`config.mk`:
```
export PLATFORM = sky130hd
export DESIGN_NAME = positional_list_store
export DESIGN_NICKNAME = d
export VERILOG_FILES = /design/src/hdl/plst_pkg.sv /design/src/hdl/plst_link_ram.sv /design/src/hdl/plst_slot_alloc.sv /design/src/hdl/positional_list_store.sv
export SDC_FILE = /design/constraint.sdc
export NUM_CORES = 1
export LEC_CHECK = 0
export BUFFER_PORTS_ARGS = -buffer_cell sky130_fd_sc_hd__clkbuf_2
export CAP_MARGIN = 20
export CORE_MARGIN = 8
export CORE_UTILIZATION = 60
export DETAILED_ROUTE_END_ITERATION = 10
export PLACE_DENSITY = 0.86
export SLEW_MARGIN = 0
export SYNTH_ARGS = -nofsm -noshare
export SYNTH_HDL_FRONTEND = slang
export SYNTH_SLANG_ARGS = --single-unit
```
`constraint.sdc`:
```
create_clock -name clock -period 5.7 [get_ports clock]
set_input_delay 0.855 -clock clock [delete_from_list [all_inputs] [get_ports clock]]
set_output_delay 0.855 -clock clock [all_outputs]
set_load 0.01 [all_outputs]
```
`src/hdl/plst_pkg.sv`:
```
// ----------------------------------------------------------------------------
// plst_pkg
// Shared sizes, codes and types for the positional list store: slot and
// count widths, operation and status codes, and the link RAM write word.
// ----------------------------------------------------------------------------
package plst_pkg;

   // Number of list slots
   localparam int CAPACITY = 16;

   localparam int SLOT_W  = (CAPACITY > 1) ? $clog2(CAPACITY) : 1;
   localparam int CNT_W   = $clog2(CAPACITY + 1);

   // Fixed field widths of the channels
   localparam int MODE_W  = 3;
   localparam int VALUE_W = 32;
   localparam int POS_W   = 5;
   localparam int LEN_W   = 5;

   // Width for comparing a position against the entry count
   localparam int CMP_W   = (CNT_W > POS_W) ? CNT_W : POS_W;

   typedef enum logic [MODE_W-1:0] {
      MODE_INS_FRONT = 3'd0,
      MODE_INS_END   = 3'd1,
      MODE_INS_AT    = 3'd2,
      MODE_DEL_FRONT = 3'd3,
      MODE_DEL_END   = 3'd4,
      MODE_DEL_AT    = 3'd5,
      MODE_DUMP      = 3'd6
   } mode_type;

   typedef enum logic [1:0] {
      STATUS_OK     = 2'd0,
      STATUS_FULL   = 2'd1,
      STATUS_EMPTY  = 2'd2,
      STATUS_BADPOS = 2'd3
   } status_type;

   // One write into the link RAM: value and link fields enable separately
   typedef struct packed {
      logic                value_en;
      logic                link_en;
      logic [SLOT_W-1:0]   slot;
      logic [VALUE_W-1:0]  value;
      logic [SLOT_W-1:0]   link;
   } ram_wr_type;

endpackage

```
`src/hdl/plst_link_ram.sv`:
```
// ----------------------------------------------------------------------------
// plst_link_ram
// Slot storage for the list: stored value and successor link per slot.
// One write port with per-field enables, one read port with registered data.
// ----------------------------------------------------------------------------
module plst_link_ram
   import plst_pkg::*;
(
   input  logic                clock,
   input  ram_wr_type          wr,
   input  logic [SLOT_W-1:0]   rd_addr,
   output logic [VALUE_W-1:0]  rd_value,
   output logic [SLOT_W-1:0]   rd_next
);

   logic [VALUE_W-1:0] entry_mem [CAPACITY];
   logic [SLOT_W-1:0]  link_mem  [CAPACITY];
   logic [VALUE_W-1:0] rd_value_ff;
   logic [SLOT_W-1:0]  rd_next_ff;

   // Write the selected fields of one slot
   always_ff @(posedge clock) begin
      if (wr.value_en) begin
         entry_mem[wr.slot] <= wr.value;
      end
      if (wr.link_en) begin
         link_mem[wr.slot] <= wr.link;
      end
   end

   // Read one slot every cycle; data shows up the next cycle
   always_ff @(posedge clock) begin
      rd_value_ff <= entry_mem[rd_addr];
      rd_next_ff  <= link_mem[rd_addr];
   end

   assign rd_value = rd_value_ff;
   assign rd_next  = rd_next_ff;

endmodule

```
`src/hdl/plst_slot_alloc.sv`:
```
// ----------------------------------------------------------------------------
// plst_slot_alloc
// Free-slot map. Offers the lowest-numbered free slot, marks a slot used on
// claim and free again on release.
// ----------------------------------------------------------------------------
module plst_slot_alloc
   import plst_pkg::*;
(
   input  logic                clock,
   input  logic                reset,
   input  logic                claim_en,
   input  logic [SLOT_W-1:0]   claim_slot,
   input  logic                release_en,
   input  logic [SLOT_W-1:0]   release_slot,
   output logic [SLOT_W-1:0]   low_slot
);

   logic [CAPACITY-1:0] free_ff;
   logic [CAPACITY-1:0] free_in;

   // Update the map
   always_comb begin
      free_in = free_ff;
      if (claim_en) begin
         free_in[claim_slot] = 1'b0;
      end
      if (release_en) begin
         free_in[release_slot] = 1'b1;
      end
   end

   always_ff @(posedge clock) begin
      if (reset) begin
         free_ff <= '1;
      end else begin
         free_ff <= free_in;
      end
   end

   // Pick the lowest free slot
   always_comb begin
      low_slot = '0;
      for (int s = CAPACITY - 1; s >= 0; s--) begin
         if (free_ff[s]) begin
            low_slot = SLOT_W'(s);
         end
      end
   end

   // Only a free slot is claimed, only a used slot is released
   a_claim_free : assert property (@(posedge clock) disable iff (reset)
      claim_en |-> free_ff[claim_slot])
      else $error("claimed slot was not free");

   a_release_used : assert property (@(posedge clock) disable iff (reset)
      release_en |-> !free_ff[release_slot])
      else $error("released slot was already free");

   a_no_double : assert property (@(posedge clock) disable iff (reset)
      claim_en && release_en |-> claim_slot != release_slot)
      else $error("slot claimed and released together");

endmodule

```
`src/hdl/positional_list_store.sv`:
```
// ----------------------------------------------------------------------------
// positional_list_store
// Ordered list of signed 32-bit values kept as linked slots. Each request
// word inserts, deletes or dumps; inserts and deletes answer one status
// word, a dump answers one word per entry (or one empty status).
//
//   channel | ports                          | direction
//   --------+--------------------------------+----------
//   request | req_valid/ready, mode,value,pos | in
//   response| rsp_valid/ready, element,status,last,length | out
//
// Walks step one link per cycle through the single RAM read port: insert at
// index k > 0 steps k-1 links, delete at index k steps k links, a front
// insert steps none; mode 7 is dropped.
// Reset is synchronous; the slot RAM is not cleared, only linked slots are read.
// A stalled response holds the sequencer; a request is taken only in idle.
// ----------------------------------------------------------------------------
module positional_list_store
   import plst_pkg::*;
(
   input  logic                       clock,
   input  logic                       reset,
   input  logic                       req_valid,
   output logic                       req_ready,
   input  logic [MODE_W-1:0]          req_mode,
   input  logic signed [VALUE_W-1:0]  req_value,
   input  logic [POS_W-1:0]           req_position,
   output logic                       rsp_valid,
   input  logic                       rsp_ready,
   output logic signed [VALUE_W-1:0]  rsp_element,
   output logic [1:0]                 rsp_status,
   output logic                       rsp_last,
   output logic [LEN_W-1:0]           rsp_length
);

   typedef enum logic [2:0] {
      ST_IDLE,
      ST_WALK,
      ST_INS_NEW,
      ST_INS_LINK,
      ST_REPLY,
      ST_DUMP
   } state_type;

   state_type           state_ff, state_in;
   logic [CNT_W-1:0]    count_ff, count_in;
   logic [SLOT_W-1:0]   first_ff, first_in;
   logic [CNT_W-1:0]    steps_ff, steps_in;
   logic [SLOT_W-1:0]   cur_ff, cur_in;
   logic [SLOT_W-1:0]   prev_ff, prev_in;
   logic [SLOT_W-1:0]   new_ff, new_in;
   logic [SLOT_W-1:0]   link_ff, link_in;
   logic [VALUE_W-1:0]  value_ff, value_in;
   logic                del_ff, del_in;
   logic                front_ff, front_in;
   status_type          status_ff, status_in;

   logic                rsp_valid_ff, rsp_valid_in;
   logic [VALUE_W-1:0]  rsp_element_ff, rsp_element_in;
   status_type          rsp_status_ff, rsp_status_in;
   logic                rsp_last_ff, rsp_last_in;
   logic [LEN_W-1:0]    rsp_length_ff, rsp_length_in;

   logic [SLOT_W-1:0]   rd_addr;
   logic [VALUE_W-1:0]  rd_value;
   logic [SLOT_W-1:0]   rd_next;
   ram_wr_type          wr;
   logic                claim_en;
   logic                release_en;
   logic [SLOT_W-1:0]   release_slot;
   logic [SLOT_W-1:0]   low_slot;

   mode_type            req_op;
   logic [CMP_W-1:0]    count_ext;
   logic [CMP_W-1:0]    pos_ext;
   logic [CMP_W-1:0]    ins_pos;
   logic [CMP_W-1:0]    del_pos;
   logic                out_free;

   plst_link_ram u_ram (
      .clock    (clock),
      .wr       (wr),
      .rd_addr  (rd_addr),
      .rd_value (rd_value),
      .rd_next  (rd_next)
   );

   plst_slot_alloc u_alloc (
      .clock        (clock),
      .reset        (reset),
      .claim_en     (claim_en),
      .claim_slot   (new_ff),
      .release_en   (release_en),
      .release_slot (release_slot),
      .low_slot     (low_slot)
   );

   // Resolve the effective index of each request
   assign req_op    = mode_type'(req_mode);
   assign count_ext = CMP_W'(count_ff);
   assign pos_ext   = CMP_W'(req_position);

   always_comb begin
      unique case (req_op)
         MODE_INS_FRONT: ins_pos = '0;
         MODE_INS_END:   ins_pos = count_ext;
         default:        ins_pos = pos_ext;
      endcase
      unique case (req_op)
         MODE_DEL_FRONT: del_pos = '0;
         MODE_DEL_END:   del_pos = count_ext - CMP_W'(1);
         default:        del_pos = pos_ext;
      endcase
   end

   assign out_free  = !rsp_valid_ff || rsp_ready;
   assign req_ready = (state_ff == ST_IDLE);

   // Sequencer
   always_comb begin
      state_in       = state_ff;
      count_in       = count_ff;
      first_in       = first_ff;
      steps_in       = steps_ff;
      cur_in         = cur_ff;
      prev_in        = prev_ff;
      new_in         = new_ff;
      link_in        = link_ff;
      value_in       = value_ff;
      del_in         = del_ff;
      front_in       = front_ff;
      status_in      = status_ff;
      rsp_valid_in   = rsp_valid_ff && !rsp_ready;
      rsp_element_in = rsp_element_ff;
      rsp_status_in  = rsp_status_ff;
      rsp_last_in    = rsp_last_ff;
      rsp_length_in  = rsp_length_ff;
      rd_addr        = cur_ff;
      wr             = '0;
      claim_en       = 1'b0;
      release_en     = 1'b0;
      release_slot   = cur_ff;

      unique case (state_ff)
         ST_IDLE: begin
            // Start every walk at the front slot
            rd_addr = first_ff;
            cur_in  = first_ff;
            if (req_valid) begin
               unique case (req_op)
                  MODE_INS_FRONT, MODE_INS_END, MODE_INS_AT: begin
                     if (count_ff >= CNT_W'(CAPACITY)) begin
                        status_in = STATUS_FULL;
                        state_in  = ST_REPLY;
                     end else if (ins_pos > count_ext) begin
                        status_in = STATUS_BADPOS;
                        state_in  = ST_REPLY;
                     end else begin
                        new_in   = low_slot;
                        value_in = req_value;
                        del_in   = 1'b0;
                        if (ins_pos == '0) begin
                           front_in = 1'b1;
                           link_in  = first_ff;
                           state_in = ST_INS_NEW;
                        end else begin
                           front_in = 1'b0;
                           steps_in = CNT_W'(ins_pos - CMP_W'(1));
                           state_in = ST_WALK;
                        end
                     end
                  end
                  MODE_DEL_FRONT, MODE_DEL_END, MODE_DEL_AT: begin
                     if (count_ff == '0) begin
                        status_in = STATUS_EMPTY;
                        state_in  = ST_REPLY;
                     end else if (del_pos >= count_ext) begin
                        status_in = STATUS_BADPOS;
                        state_in  = ST_REPLY;
                     end else begin
                        del_in   = 1'b1;
                        front_in = (del_pos == '0);
                        steps_in = CNT_W'(del_pos);
                        state_in = ST_WALK;
                     end
                  end
                  MODE_DUMP: begin
                     if (count_ff == '0) begin
                        status_in = STATUS_EMPTY;
                        state_in  = ST_REPLY;
                     end else begin
                        steps_in = count_ff;
                        state_in = ST_DUMP;
                     end
                  end
                  default: begin
                     // Unused mode: drop the word
                     state_in = ST_IDLE;
                  end
               endcase
            end
         end

         ST_WALK: begin
            if (steps_ff == '0) begin
               if (!del_ff) begin
                  // Arrived at the predecessor of the new entry
                  link_in  = rd_next;
                  state_in = ST_INS_NEW;
               end else begin
                  // Arrived at the doomed entry: unlink and free it
                  release_en = 1'b1;
                  count_in   = count_ff - CNT_W'(1);
                  status_in  = STATUS_OK;
                  if (front_ff) begin
                     first_in = rd_next;
                  end else begin
                     wr.link_en = 1'b1;
                     wr.slot    = prev_ff;
                     wr.link    = rd_next;
                  end
                  state_in = ST_REPLY;
               end
            end else begin
               // Advance one link
               steps_in = steps_ff - CNT_W'(1);
               prev_in  = cur_ff;
               cur_in   = rd_next;
               rd_addr  = rd_next;
            end
         end

         ST_INS_NEW: begin
            // Fill the new slot and take it from the free map
            wr.value_en = 1'b1;
            wr.link_en  = 1'b1;
            wr.slot     = new_ff;
            wr.value    = value_ff;
            wr.link     = link_ff;
            claim_en    = 1'b1;
            status_in   = STATUS_OK;
            if (front_ff) begin
               first_in = new_ff;
               count_in = count_ff + CNT_W'(1);
               state_in = ST_REPLY;
            end else begin
               state_in = ST_INS_LINK;
            end
         end

         ST_INS_LINK: begin
            // Point the predecessor at the new slot
            wr.link_en = 1'b1;
            wr.slot    = cur_ff;
            wr.link    = new_ff;
            count_in   = count_ff + CNT_W'(1);
            state_in   = ST_REPLY;
         end

         ST_REPLY: begin
            if (out_free) begin
               rsp_valid_in   = 1'b1;
               rsp_element_in = '0;
               rsp_status_in  = status_ff;
               rsp_last_in    = 1'b1;
               rsp_length_in  = LEN_W'(count_ff);
               state_in       = ST_IDLE;
            end
         end

         ST_DUMP: begin
            // Emit the current entry, then advance
            if (out_free) begin
               rsp_valid_in   = 1'b1;
               rsp_element_in = rd_value;
               rsp_status_in  = STATUS_OK;
               rsp_last_in    = (steps_ff == CNT_W'(1));
               rsp_length_in  = LEN_W'(count_ff);
               steps_in       = steps_ff - CNT_W'(1);
               if (steps_ff == CNT_W'(1)) begin
                  state_in = ST_IDLE;
               end else begin
                  cur_in  = rd_next;
                  rd_addr = rd_next;
               end
            end
         end

         default: begin
            state_in = ST_IDLE;
         end
      endcase
   end

   // Hold state and registered outputs
   always_ff @(posedge clock) begin
      if (reset) begin
         state_ff     <= ST_IDLE;
         count_ff     <= '0;
         first_ff     <= '0;
         rsp_valid_ff <= 1'b0;
      end else begin
         state_ff     <= state_in;
         count_ff     <= count_in;
         first_ff     <= first_in;
         rsp_valid_ff <= rsp_valid_in;
      end
      steps_ff       <= steps_in;
      cur_ff         <= cur_in;
      prev_ff        <= prev_in;
      new_ff         <= new_in;
      link_ff        <= link_in;
      value_ff       <= value_in;
      del_ff         <= del_in;
      front_ff       <= front_in;
      status_ff      <= status_in;
      rsp_element_ff <= rsp_element_in;
      rsp_status_ff  <= rsp_status_in;
      rsp_last_ff    <= rsp_last_in;
      rsp_length_ff  <= rsp_length_in;
   end

   assign rsp_valid   = rsp_valid_ff;
   assign rsp_element = rsp_element_ff;
   assign rsp_status  = rsp_status_ff;
   assign rsp_last    = rsp_last_ff;
   assign rsp_length  = rsp_length_ff;

   // Entry count never passes the slot count
   a_count_bound : assert property (@(posedge clock) disable iff (reset)
      count_ff <= CNT_W'(CAPACITY))
      else $error("entry count above capacity");

   // A walk never runs past the last entry
   a_walk_bound : assert property (@(posedge clock) disable iff (reset)
      state_ff == ST_WALK |-> steps_ff < count_ff)
      else $error("walk runs beyond list end");

   // A dump always has an entry left to emit
   a_dump_left : assert property (@(posedge clock) disable iff (reset)
      state_ff == ST_DUMP |-> steps_ff != '0 && steps_ff <= count_ff)
      else $error("dump counter out of range");

endmodule
```
Word level (Yosys, flattened, before mapping)
Memory sizes are Yosys's and may differ from the RTL's. A register that Yosys moved wholly into a read port is not among the register bits.
Cells that the tools add are included.
W data, S select, Z words.
{ "op_classes": {"mul": 0, "shifts": 0, "n_div": 0, "reduce_logical": 36, "n_bitwise": 6, "n_eq_ne": 40, "addsub": 4, "n_lt_le_gt_ge": 7, "n_mux": 119} }
{ "op_table": {"columns": ["op", "n"], "rows": [
  ["$mux W4", 25],
  ["$mux W32", 3],
  ["$mux W5", 15],
  ["$pmux W32 S2", 1],
  ["$pmux W5 S3", 4],
  ["$mux W3", 15],
  ["$mux W16", 2],
  ["$ne A2 B2 Y1 const B", 16],
  ["$mux W2", 13],
  ["$mux W1", 25],
  ["$pmux W4 S3", 2],
  ["$ne A3 B3 Y1 const B", 7],
  ["$logic_not A5 Y1", 4],
  ["$pmux W5 S2", 2],
  ["$pmux W3 S6", 1],
  ["$and A16 B16 Y16", 1],
  ["$not A16 Y16", 1],
  ["$or A16 B16 Y16", 1],
  ["$pmux W4 S2", 2],
  ["$reduce_and A8 Y1", 2],
  ["$eq A3 B3 Y1 const B", 5],
  ["$reduce_and A5 Y1", 3],
  ["$sub A5 B1 Y5 const B", 3],
  ["$eq A3 B2 Y1 const B", 4],
  ["other kinds (32)", 55]
]} }
{ "totals": {"ramBits": 576, "mem_count": 2, "reg_bits": 126, "word_cells": 235, "latch_bits": 0, "romBits": 0} }
{ "mem_list": {"columns": ["memory", "words", "width", "rd", "rd_clocked_by_memory_dff", "wr", "line", "rtl"], "rows": [
  ["u_ram.entry_mem", 16, 32, 1, 1, 1, "plst_link_ram.sv:16", "logic [VALUE_W-1:0] entry_mem [CAPACITY];"],
  ["u_ram.link_mem", 16, 4, 1, 1, 1, "plst_link_ram.sv:17", "logic [SLOT_W-1:0] link_mem [CAPACITY];"]
]} }

Depth between registers and ports, before layout
Gate-level depths: netlist (run 1).
{ "logic_depth": {"word_depth": 15, "ltp_mapped": 14, "mapped_depth_nobuf": 13} }

By module
From an unflattened synthesis (run 1), not the netlist that was laid out.
{ "hier_totals": {"hier_cells": 1594, "area_unflattened_um2": 29005.3} }
{ "by_module_without_submodules": {"columns": ["mod", "cells_per_inst", "instances", "area_each_um2", "seq_area_each_um2"], "rows": [
  ["plst_link_ram", 962, 1, 22420.3, 18017.3],
  ["positional_list_store", 520, 1, 5748.0, 3133.0],
  ["plst_slot_alloc", 112, 1, 837.1, 320.3]
]} }

Worst setup path before layout (run 1)
OpenSTA, ideal clock, no wires.
{ "synth_path": {"kind": "input port to flip-flop", "startpoint": "input port req_mode[2]", "endpoint": "register new_ff[0], enable pin", "path_slack_ns": 1.046, "required_ns": 5.271, "path_stages": 13, "n_path_buf": 2, "t_arrival_ns": 4.225, "path_cell_list": "clkbuf_1 -> or2_0 -> clkbuf_1 -> nor3_1 -> a21oi_1 -> inv_1 -> ha_1 -> and3_1 -> o21ai_0 -> a31oi_1 -> nor2_1 -> nand2_1 -> nor2_1"} }
{ "synth_between": {"elab_chain_cells": 5, "elab_cells_between_ends": 8} }
{ "synth_rtl": {"columns": ["element", "line", "rtl"], "rows": [
  ["start: declaration", "positional_list_store.sv:25", "input logic [MODE_W-1:0] req_mode,"],
  ["$eq A3 B1 Y1 / $logic_not A3 Y1 (equally long branches)", "positional_list_store.sv:104, positional_list_store.sv:150", null],
  ["$pmux W5 S2", "positional_list_store.sv:104", "unique case (req_op)"],
  ["$gt A5 B5 Y1", "positional_list_store.sv:155", "end else if (ins_pos > count_ext) begin"],
  ["$not A1 Y1 (no line)", null, null],
  ["$reduce_and A5 Y1 (no line) *", null, null],
  ["end signal: assignment", "positional_list_store.sv:311", "new_ff <= new_in;"],
  ["end: declaration", "positional_list_store.sv:51", "logic [SLOT_W-1:0] new_ff, new_in;"]
]} }
Every way passes the cells marked *; elsewhere a longest branch is shown, timed or not.
A chain may end at the register's enable or synchronous reset.

Worst setup path after layout (run 1)
{ "layout_path": {"startpoint": "register state_ff[0]", "endpoint": "memory u_ram.entry_mem[12][26], enable pin"} }
{ "layout_between": {"elab_chain_cells": 4, "elab_cells_between_ends": 7} }
{ "layout_rtl": {"columns": ["element", "line", "rtl"], "rows": [
  ["start: declaration", "positional_list_store.sv:45", "state_type state_ff, state_in;"],
  ["start signal: assignment", "positional_list_store.sv:303", "state_ff <= state_in;"],
  ["$eq A3 B2 Y1", "positional_list_store.sv:144", "unique case (state_ff)"],
  ["$mux W1", "positional_list_store.sv:144", null],
  ["$mux W1", "plst_link_ram.sv:23", "if (wr.value_en) begin"],
  ["$mux W1 (implied by the code)", "plst_link_ram.sv:24", "entry_mem[wr.slot] <= wr.value;"],
  ["end: declaration", "plst_link_ram.sv:16", null]
]} }
Parallel ways exist; a longest one is shown, timed or not.

==> results of run 1 <==
[cell usage in the layout (no fill, tap or decap), drive strengths merged, types with 26 or more instances in the layout]
master	instances
a21oi	39
and2	36
and3	34
buf	39
clkbuf	182
dfxtp	69
edfxtp	669
inv	37
mux2i	289
nand2	65
nor2	77
o21ai	26
o22ai	150
or4	36
[worst paths after layout]
| path | start | endpoint |
|---|---|---|
| setup / recovery | state_ff[0] | u_ram.entry_mem[12][26] |
| hold / removal | req_value[15] | value_ff[15] |
| setup reg to reg | state_ff[0] | u_ram.entry_mem[12][26] |
| hold reg to reg | u_alloc.free_ff[2] | u_alloc.free_ff[2] |
[critical path, cell delays in order, from the launching register on]
cell	delay (ns)
dfxtp_1	0.59
inv_1	0.24
nor3_1	0.79
a222oi_1	0.38
or3_1	0.69
nor2_4	0.77
buf_12	0.30
[state kept, by name (all words and copies together), names as in the netlist, 5 cells and up]
name and count:
rsp_length 5, u_alloc.free_ff 16, u_ram.entry_mem 512, u_ram.link_mem 64, value_ff 32, steps_ff 5
rsp_element 32, u_ram.rd_value 32, count_ext 5
[per-layer routing]
metal  vias to the layer above  routed length (um)
li1                       7335                   -
met1                      8415               26200
met2                      1127               33600
met3                       240                6860
met4                         0                3050
met5                         -                   0
[through the flow]
stage | area (sq um) | total power [uW] | utilization, % | worst slack, ns
CTS | 32700 | 11100 | 68.4 | 1.68
finish | 32700 | 11100 | 68.4 | 1.61
global placement | 30300 | 6360 | 63.4 | 1.38
global route | 32700 | 11300 | 68.4 | 1.38
floorplan | 29100 | 6250 | - | 1.05
detailed placement | 30300 | 6370 | 63.4 | 1.29
[power by group]
group / switching (uW) / internal [uW]
sequential: 33.0 / 5890
clock: 2040 / 2790
combinational: 217 / 125
[cell type report]
class / count / area (sq um)
Clock buffer: 97 / 1980
Clock inverter: 36 / 422
Fill cell: 2932 / 15100
Inverter: 32 / 120
Multi-Input combinational cell: 943 / 7150
Sequential cell: 738 / 21500
Tap cell: 615 / 769
Timing Repair Buffer: 124 / 831
[cell families after synthesis]
family / after synthesis
flops: 738
mux: 289
simple gates: 335
buf+inv: 136
xor+xnor: 11
fa+ha+maj: 16
compound gates: 292
==> reports/qor.csv, run 1 <==
metric,value,unit
synth_cell_types,73,
synth_warnings,0,
start_util,60.9,%
cp-start-kind,register,
rsz0062_at_grt,no,
yosysMostFrequentCell,edfxtp_1,
crit_required,6.00,ns
synthMuxAreaShare,9.93,%
io_pins,86,
cts_setup_buffers,0,
whs,0.410,ns
r2r_setup_slack,1.61,ns
antenna_cells,0,
antenna_found_initial,1,
max-vdd-ir-drop,0.376,mV
finalHoldViolCount,0,
ctsHoldBuffers,0,
ctsLongestPathBuffers,3,
synth_fa_ha_area_share,0.679,%
rows,80,
use_met2,39.7,%
syn_inst,1817,
worst_pin_slew,1.22,ns
synth-xor-area-share,0.331,%
drtIter0Drc,2434,
fmax,245,MHz
slew_headroom,18.6,%
drtAntennaViolNets,0,
vias,17100,
final.min_clock_period,4.09,ns
hpwl,36900,um
grt_max_degree,89,
synth.area.top_cells,"edfxtp_1 69%, mux2i_1 9.9%, dfxtp_1 4.7%",
synth-edff-count,669,
slew_viol_final,0,
drt-vias-per-instance,6.62,
path_class,reg -> reg,
hold_path_class,in -> reg,
critPathArrivalTime,4.39,ns
clock-sinks,738,
syn_area,29100,sq um
synth.top_cell.area_share,69.0,%
drc,0,
avgSynthCellArea,16.0,sq um
clock_skew,0.0337,ns
period_share,71.7,%
power_density,339,nW/um^2
synth_compound_area_share,6.79,%
synth-simple-area-share,6.24,%
synth_nets,1876,
worst-r2r-cell-count,6,
status,completed,
leakage,0.0126,uW
cts_tree,built,
post-place-cells,2451,
numPortBuffers,85,
setup_viol,0,
first_global_vias,17100,
wl_per_cell,27.0,um
syn_to_final_growth,12.4,%
synth_commonest_cells,"669 x edfxtp_1, 289 x mux2i_1, 150 x o22ai_1",
ys_seq_area_share,73.7,%
fin_tns_setup,0,ns
cts-resized-gates,0,
grt_use_met1,31.2,%
holdPathStages,1,
fp.coreArea,47800,sq um
firstDrtPassIters,6,
nNetsFinal,1970,
clk_latency,0.62,ns
stdcell_count,2585,
h-tree-depth,3,
clockRootBuffer,clkbuf_16,
grt_util_met3,4.90,%
synth_ff_type,edfxtp_1,
cts_buffers,72,
clk_pin_slew_worst_paths,0.06,ns
critPathMaxFanout,18,
grt_usage,24.2,%
synth_top_family_by_area,multiplexers,
die_h,236,um
die_area,55900,sq um
grt-busiest-layer,met2,
globalplace.congestion,0.932,
cap_violations,0,
die_w,236,um
grt_pass1_wl,103000,um
layout-drive-gt1-share,14.2,%
gr-total-overflow,0,
synth-seq-cells,738,
wl,69700,um
async_flop_share,0,%
synth.largest_area_cell,edfxtp_1,
worstSetupEndpointType,register,
No activity file was read; power rests on OpenSTA's default activity.
==> inputs of run 2 (changes only) <==
- CORE_UTILIZATION: 60 -> 56
- PLACE_DENSITY: 0.86 -> 0.85
- clock period: 5.7 -> 3.6 ns (I/O delays scaled with it)
==> run 2 against run 1 <==
Effect of this change:
- worst hold slack got worse by 0.31 ns
- count of clock-buffer cells in the layout decreased by 3
- combinational power increased by 73%
- setup slack got worse by 1.5 ns
- critical path depth increased by 6
- global-route usage decreased by 1.1 points
- wire length increased by 2.3%
- register-to-register slack got worse by 1.5 ns
- fmax increased by 18%
- sequential share of layout area decreased by 2.1 points
- cell count increased by 5.2%
- highest routed layer unchanged
- clock skew decreased by 0.013 ns
==> reports/qor.csv, run 2 (same netlist as run 1, synthesis figures left out) <==
metric,value,unit
max-vdd-ir-drop,0.601,mV
worstSetupStartpoint,steps_ff[0],
path_class,reg -> reg,
nNetsFinal,2036,
critPathCapture,u_ram.rd_value[24],
clock_skew,0.0206,ns
die_w,244,um
antenna_found_initial,1,
fp.coreArea,51400,sq um
p_seq_share,52.6,%
layout-drive-gt1-share,17.6,%
grt_max_degree,43,
period_share,96.0,%
crit_cells,12,
nFillCells,3237,
post-place-cells,2580,
rows,83,
cp_num_buf_inv,4,
first_global_vias,17300,
setup_viol,0,
critPathMaxFanout,42,
final.min_clock_period,3.46,ns
syn_to_final_growth,16.1,%
critPathArrivalTime,3.93,ns
gr-total-overflow,0,
power_frac_clock,44.0,%
reg2reg_from,steps_ff[0],
drtAntennaViolNets,0,
crit_required,4.07,ns
hpwl,40500,um
crit_slowest_cell,or4_1,
antenna_cells,0,
status,completed,
worstSetupEndpointType,register,
slew_headroom,50.1,%
cts_tree,built,
rsz0062_at_grt,no,
leakage,0.0130,uW
power,17800,uW
fmax,289,MHz
pwr-share-comb,3.3,%
largest-register,u_ram.entry_mem,
cts_buffers,74,
final_common_cell,edfxtp_1,
cp-start-kind,register,
wl_per_cell,26.2,um
clk_latency,0.62,ns
grt_usage,23.2,%
power_switching,3680,uW
numPortBuffers,85,
largest_reg_flops,512,
drt-vias-per-instance,6.35,
r2r_setup_slack,0.14,ns
p_sw_share,20.7,%
drtIter0Drc,2165,
clock-sinks,738,
top_regs,"u_ram.entry_mem: 512 flops, u_ram.link_mem: 64 flops",
crit_family,buffers and inverters,
cts_setup_buffers,0,
vias,17300,
crit_chain,inv_1 > ha_1 > nor4b_2 > buf_4 > a21oi_1 > a2bb2oi_4 > a2bb2oi_4 > buf_12 > buf_16 > mux2i_1 > o22ai_1 > or4_1,
multi_input_area,7170,sq um
power_density,526,nW/um^2
clk_pin_slew_worst_paths,0.06,ns
hold_path_class,in -> reg,
wl,71200,um
slew_viol_final,0,
start_util,56.7,%
drc,0,
r2r_end,u_ram.rd_value[24],
grt_pass1_wl,105000,um
layout_common_cells,"669 x edfxtp_1, 289 x mux2i_1, 149 x o22ai_1",
ff_latch_area,21500,sq um
finalHoldViolCount,0,
globalplace.congestion,0.866,
path_common_cell,a2bb2oi_4,
firstDrtPassIters,6,
die_area,59600,sq um
p_int,14100,uW
ctsLongestPathBuffers,3,
die_h,244,um
clockRootBuffer,clkbuf_16,
final_core_util,65.8,%
io_pins,86,
ctsHoldBuffers,0,
h-tree-depth,3,
stdcell_count,2719,
cap_violations,0,
slowest_delay,0.53,ns
worst_pin_slew,0.747,ns
worst-r2r-cell-count,12,
[run 2: cell types whose count changed in the layout (fill, tap and decap cells not counted), sizes merged]
cell      before  now
buf           39  102
bufinv         7    8
clkbuf       182  180
clkinv        21   20
clkinvlp       3    9
inv           37   39
[run 2: layout make-up]
class / instances / area share, %
Clock buffer: 94 / 5.91
Multi-Input combinational cell: 943 / 21.2
Sequential cell: 738 / 63.5
Inverter: 32 / 0.355
Timing Repair Buffer: 188 / 5.05
Clock inverter: 44 / 1.49
Tap cell: 680 / 2.52
[run 2: per-layer routing]
layer  wire (um)  up-vias  global-route usage (%)
met3        7140      164                    4.46
li1            -     7471                       -
met4        2230        0                    8.87
met5           0        -                       0
met1       26700     8487                    29.6
met2       35200     1133                    39.2
[run 2: power by group through the flow]
stage | Combinational, uW | Clock (uW) | Sequential [uW]
after floorplan | 360 | 0 | 9540
after global placement | 561 | 0 | 9550
after detailed placement | 576 | 0 | 9550
after CTS | 582 | 7920 | 9370
after global routing | 637 | 8230 | 9380
final | 591 | 7840 | 9370
[run 2: what timing repair did]
item / in CTS / in global routing
resized for setup: 0 / 5
endpoints found under the setup margin: 0 / 8
hold endpoints to repair: 0 / 0
[run 2: worst min-delay path by stage]
stage	start	end	slack, ns	cells after the start
6_report	req_value[12]	value_ff[12]	0.1	1
3_5_place_dp	u_alloc.free_ff[15]	u_alloc.free_ff[15]	0.48	2
3_3_place_gp	u_alloc.free_ff[15]	u_alloc.free_ff[15]	0.47	2
5_1_grt	req_value[13]	value_ff[13]	0.08	1
4_1_cts	req_value[13]	value_ff[13]	0.07	1
2_1_floorplan	cur_ff[3]	prev_ff[3]	0.41	0
[run 2: per-stage QoR]
stage	setup TNS (ns)	setup WS, ns	instance area, sq um	hold WS (ns)
after floorplan	-45.01	-0.469	29200	0.406
after global placement	-0.286	-0.0474	31300	0.468
after detailed placement	-0.812	-0.119	31300	0.476
after CTS	0	0.0806	33800	0.0695
after global routing	0	0.00831	33800	0.0785
final	0	0.144	33800	0.0996
==> inputs of run 3 (changes only) <==
- CORE_UTILIZATION: 56 -> 40
- GPL_TIMING_DRIVEN: not set -> 0
- PLACE_DENSITY: 0.85 -> 0.66
==> run 3 against run 2 <==
Effect of this change:
- sequential share of layout area is 1.6 points lower
- count of clock-buffer cells in the layout is 3 lower
- critical path depth fell by 4
- largest cell class unchanged
- largest power group unchanged
- design area grew 2.5%
- worst hold slack lost 0.016 ns
- via count shrank 2.4%
- wire length increased by 2.6%
- critical path type unchanged
==> reports/qor.csv, run 3 (same netlist as run 1, synthesis figures left out) <==
metric,value,unit
status,completed,
rows,99,
hold_path_class,in -> reg,
largest-register,u_ram.entry_mem,
rsz0062_at_grt,no,
worstSetupEndpointType,register,
vias,16800,
clock_skew,0.0271,ns
cts_buffers,77,
whs,0.0839,ns
cts_tree,built,
layout-drive-gt1-share,18.5,%
worst_pin_slew,0.966,ns
post-place-cells,2877,
r2r_end,u_ram.entry_mem[3][6],
critPathCapture,u_ram.entry_mem[3][6],
die_h,286,um
setup_viol,0,
leakage,0.0132,uW
ctsHoldBuffers,0,
finalHoldViolCount,0,
largest_reg_flops,512,
wl,73100,um
ff_latch_area,21500,sq um
period_share,96.0,%
r2r_setup_slack,0.14,ns
crit_required,3.91,ns
slew_headroom,35.1,%
start_util,40.1,%
stdcell_count,3041,
ctsLongestPathBuffers,3,
antenna_cells,0,
worstSetupStartpoint,state_ff[2],
drt-vias-per-instance,5.54,
slew_viol_final,0,
clock-sinks,738,
clk_pin_slew_worst_paths,0.07,ns
numPortBuffers,82,
first_global_vias,16700,
max-vdd-ir-drop,0.323,mV
die_area,81700,sq um
io_pins,86,
reg2reg_from,state_ff[2],
fmax,289,MHz
top_regs,"u_ram.entry_mem: 512 flops, u_ram.link_mem: 64 flops",
multi_input_area,7210,sq um
path_class,reg -> reg,
wl_per_cell,24.0,um
globalplace.congestion,0.862,
critPathArrivalTime,3.76,ns
grt_max_degree,24,
nFillCells,6114,
syn_to_final_growth,19.1,%
antenna_found_initial,0,
grt_pass1_wl,108000,um
cp-start-kind,register,
h-tree-depth,3,
drtIter0Drc,1642,
grt_usage,17.5,%
holdPathStages,1,
layout_common_cells,"669 x edfxtp_1, 289 x mux2i_1, 149 x o22ai_1",
cap_violations,0,
nNetsFinal,2078,
firstDrtPassIters,6,
drtAntennaViolNets,0,
final.min_clock_period,3.46,ns
worst-r2r-cell-count,8,
critPathMaxFanout,10,
final_common_cell,edfxtp_1,
clk_latency,0.62,ns
drc,0,
power_density,539,nW/um^2
fp.coreArea,72600,sq um
die_w,286,um
clockRootBuffer,clkbuf_16,
gr-total-overflow,0,
hpwl,47100,um
[run 3: worst min path at each step]
| stage | from | to |
|---|---|---|
| floorplan | cur_ff[3] | prev_ff[3] |
| global placement | cur_ff[2] | prev_ff[2] |
| detailed placement | cur_ff[2] | prev_ff[2] |
| CTS | req_value[7] | value_ff[7] |
| global route | req_value[7] | value_ff[7] |
| finish | req_value[19] | value_ff[19] |
[run 3: layout make-up]
| cell class | count | area share [%] |
|---|---|---|
| flip-flops and latches | 738 | 61.9 |
| multi-input cells | 943 | 20.8 |
| clock buffers | 91 | 6.03 |
| repair buffers | 128 | 3.54 |
| well taps | 959 | 3.46 |
| clock inverters | 51 | 2.14 |
| plain buffers | 99 | 1.80 |
| inverters | 32 | 0.346 |
[run 3: layer usage]
layer	up-vias	GRT usage (%)	routed length [um]
li1	7551	-	-
met5	-	0	0
met3	114	2.81	4880
met1	8505	22.8	30100
met2	672	29.8	36300
met4	0	5.66	1820
[run 3: power breakdown]
part           leakage, uW  switching, uW  total, uW  internal (uW)
registers          0.00619           44.2       9360           9320
logic              0.00563            380        607            227
clock network      0.00138           3350       8710           5350
total               0.0132           3780      18700          14900
[run 3: what timing repair did]
item / 4_1_cts / 5_1_grt
endpoints found under the setup margin: 605 / 551
pin swaps: 21 / 3
endpoints found under the hold margin: 0 / 0
buffers inserted: 24 / 3
cloned: 0 / 0
resized for setup: 18 / 38
[run 3: worst max-delay path: stages (launching register included)]
cell and delay [ns]:
dfxtp_1 0.31, buf_2 0.21, nand2b_1 0.13, clkbuf_1 0.33
nor2_2 0.24, a222oi_1 0.75, nand3_1 0.54, nor2_4 0.32
buf_4 0.27
[run 3: per-stage QoR]
stage               total power (uW)  area, sq um  utilization, %  setup slack (ns)  TNS, ns
floorplan                       9900        29200               -            -0.469   -45.01
global placement               10100        30800            42.4             -2.75  -964.82
detailed placement             10100        31300            43.1            -0.718  -287.59
CTS                            18800        34600            47.6            0.0129        0
global route                   19200        34700            47.8           0.00363        0
finish                         18700        34700            47.8             0.144        0
